**config.mk**
```make
export PLATFORM = sky130hd
export DESIGN_NAME = pmst_ram
export DESIGN_NICKNAME = d
export VERILOG_FILES = /design/src/rtl/pmst_ram.sv
export SDC_FILE = /design/constraint.sdc
export NUM_CORES = 1
export LEC_CHECK = 0
export ABC_AREA = 1
export BUFFER_PORTS_ARGS = -buffer_cell sky130_fd_sc_hd__buf_2
export CAP_MARGIN = 15
export CORE_UTILIZATION = 25
export DETAILED_ROUTE_END_ITERATION = 12
export HOLD_SLACK_MARGIN = 0.03
export PLACE_DENSITY = 0.5
export SLEW_MARGIN = 20
export SYNTH_ARGS = -nofsm -noshare
export SYNTH_HDL_FRONTEND = slang
export SYNTH_SLANG_ARGS = --single-unit
```
**constraint.sdc**
```tcl
create_clock -name clk -period 2.5 [get_ports clk]
set_clock_uncertainty 0.2 [all_clocks]
set_input_delay 0.5 -clock clk [delete_from_list [all_inputs] [get_ports clk]]
set_output_delay 0.5 -clock clk [all_outputs]
set_load 0.02 [all_outputs]
```
**src/rtl/pmst_ram.sv**
```systemverilog
// Generic single-write, single-read RAM with registered read data.
module pmst_ram #(
	parameter int WIDTH = 8,
	parameter int DEPTH = 16,
	parameter int AW    = 4
) (
	input  logic             clk,
	input  logic             we,
	input  logic [AW-1:0]    waddr,
	input  logic [WIDTH-1:0] wdata,
	input  logic             re,
	input  logic [AW-1:0]    raddr,
	output logic [WIDTH-1:0] rdata
);

	logic [WIDTH-1:0] mem_q [DEPTH];

	always_ff @(posedge clk) begin
		if (we) begin
			mem_q[waddr] <= wdata;
		end
		if (re) begin
			rdata <= mem_q[raddr];
		end
	end

endmodule

```
# After elaboration in Yosys (flattened, before gate mapping)
# Memories as Yosys holds them, arrays and structs flattened. A register that Yosys moved wholly into a read port is not among the register bits.
# Cells that the tools add are included.
[op_classes] n_addsub=0 n_mul=0 div_mod_pow=0 order_cmp=0 eq_ne=0 shifts=0 mux=2 n_bitwise=0 n_reduce_logical=0
[op_table] op="$mux 1" count=2
[totals] regBits=0 latch_bits=0 ram_bits=128 rom_bits=0 n_memories=1
[mem_list] memory="mem_q" depth=16 width=8 read_ports=1 rd_ports_with_merged_regs=1 write_ports=1 line_no="16" source="logic [WIDTH-1:0] mem_q [DEPTH];"

# Logic depth before layout (Yosys ltp)
[depth] depth_word=2 ltp_mapped=8 depth_no_buf=7

# Worst setup path after synthesis
# No wires, ideal clock.
[synth_path] kind="input to register" startpoint="input waddr[2]" endpoint="memory mem_q[10][0], enable pin" setup_time_ns=0.370 t_arrival_ns=1.081 setup_slack_ns=0.849 cell_stages=2 n_path_buf=0 cell_sequence="nand3b_1 > nor2_1"
[synth_rtl] item="start, declared" line_no="9" source="input logic [AW-1:0] waddr,"
[synth_rtl] item="end, declared" line_no="16"
# Straight into the memory's write port.

# Final worst setup path
[layout_path] startpoint="register rdata[3] (read register of mem_q)" endpoint="output rdata[3]"
[layout_rtl] item="start, declared" line_no="13" source="output logic [WIDTH-1:0] rdata"
# No word-level cell between the ends.

==> reports/results.tsv <==
metric	value	unit
status	finished clean	
Worst setup EP type	output pin	
CTS tree	yes	
first-pass GRT wire length	22.2	mm
critical path class	reg2out	
critical path data required time	1.80	ns
peak supply drop	400	uV
placed cells	889	
root buf cell	clkbuf_16	
largest net degree at the start of global routing	40	
relative slew slack	0.564	
f_max	567	MHz
Crit-path slowest cell	edfxtp_1	
Final setup viols	0	
vias per cell	4.10	
cell area after synthesis	5850	um^2
Antenna Cells	0	
Slew @ Worst Pin	0.654	ns
WP buf/inv	1	
Overflow after GRT	0	
top cells by area, synth	edfxtp_1 70%, nand2_1 11%, nand3_1 8.3%	
fin crit share	0.705	
layout cell share with drive strength beyond 1	0.125	
GRT Resource Usage Total	0.129	
Power per Cell Area	781	nW/um^2
first drt pass iteration count	5	
Port Buffers	26	
register area share after synthesis	0.698	
post-route antenna net violation count	0	
DIE AREA	24000	um^2
Final Total Pwr	0.00545	W
Post-CTS Setup Bufs	0	
Hold Crit Class	in2reg	
commonest non-fill, non-tap cell in the layout	nand2_1	
Non-Filler Instances	921	
Critical Path Start Type	register	
post-synthesis area per instance	10.6	um^2
clock period minus worst slack	1.76	ns
die height	155	um
vias in the first global route	3677	
Cell variety after synth	11	
H-Tree Depth	4	
crit-path max cell delay	0.45	ns
Worst EP arrival	1.06	ns
Yosys top cell area share	0.698	
Clock Path Buffers	2	
Syn Nets	570	
setup ws final	0.738	ns
CP max FO	1	
DR iter-0 viols	371	
fin. max-slew vios	0	
layout net count	614	
drt wl/cell	15.6	um
Reg clk slew, reported paths	0.06	ns
YS warnings	0	
Detail Placement HPWL	8.90	mm
LEAKAGE	2.95	nW
Setup TNS	0	ns
CTS sink count	136	
Area Growth Syn to Fin	19.4	%
cells after synthesis	551	
# rows	55	
IO Pins	27	
reported max-cap violation count	0	
most frequent cells in the layout	173 x nand2_1, 136 x edfxtp_1, 100 x inv_1, 97 x nand3_1, 26 x buf_2	
DRC Markers	0	
antenna violations before repair	0	
Clock Latency Late Sink	0.42	ns
CTS buffer count	17	
post-synthesis register bit count	136	
Vias	3775	
hold_buf cts	0	
cts repair resizes	0	
pre-CTS WS	0.422	ns
Initial Util	0.257	
core area	22800	um^2
Synth area leader	edfxtp_1	
unrepaired setup endpoints after global routing	false	
routability cong.	0.743	
Die Wd	155	um
Final Hold Fails	0	
final wirelength	14.3	mm
Crit path max-delay family	flip-flops	
critical path, cell by cell	buf_2	
report_power, final:
group          internal (W)  leakage, nW  total (W)  switching (W)
sequential          0.00257         1.24    0.00259      0.0000171
clock               0.00164        0.292    0.00254       0.000899
combinational     0.0000906         1.42   0.000326       0.000235
total               0.00430         2.95    0.00545        0.00115
logic make-up (layout without fill, tap and decap cells):
kind of cell / Yosys count / in the layout / share of synthesized area
buf+inv: 126 / 183 / 0.0939
simple gates: 289 / 289 / 0.208
flops: 136 / 136 / 0.698
registers in the layout, summed over array words and instances, names as in the netlist:
name	flops
rdata	8
mem_q	128
path summary, 6_finish.rpt:
kind	from	to	slack, ns	cells after the start
worst max-delay path	rdata[3]	rdata[3]	0.74	1
worst min-delay path	re	rdata[3]	0.25	1
worst max register to register	mem_q[15][3]	rdata[3]	1.12	6
worst min register to register	mem_q[3][4]	rdata[4]	0.57	6
metal layers:
metal / global-route usage / vias up / share of wire
li1: - / 1869 / -
met1: 0.181 / 1800 / 0.50
met2: 0.187 / 86 / 0.44
met3: 0.0301 / 20 / 0.040
met4: 0.0603 / 0 / 0.020
met5: 0 / - / 0
final cells by class:
cell class / instances / area [um^2]
well taps: 313 / 392
clock buffers: 19 / 433
inverters: 102 / 383
fillers: 2351 / 15800
flip-flops and latches: 136 / 4080
clock inverters: 13 / 159
multi-input cells: 289 / 1210
repair buffers: 49 / 315
metrics by stage:
stage	area (um^2)	hold slack, ns	util
2_1_floorplan	5850	0.399	-
3_3_place_gp	6390	0.552	0.280
3_5_place_dp	6390	0.538	0.280
4_1_cts	6980	0.236	0.306
5_1_grt	6980	0.241	0.306
6_report	6980	0.252	0.306
cells in the mapped netlist:
master	number
buf_6	6
nor2_1	17
buf_4	4
nand3_1	97
edfxtp_1	136
inv_1	100
inv_2	2
nand2_1	173
buf_1	1
buf_2	13
nand3b_1	2
Note: power is estimated with default switching activity, not from simulation.
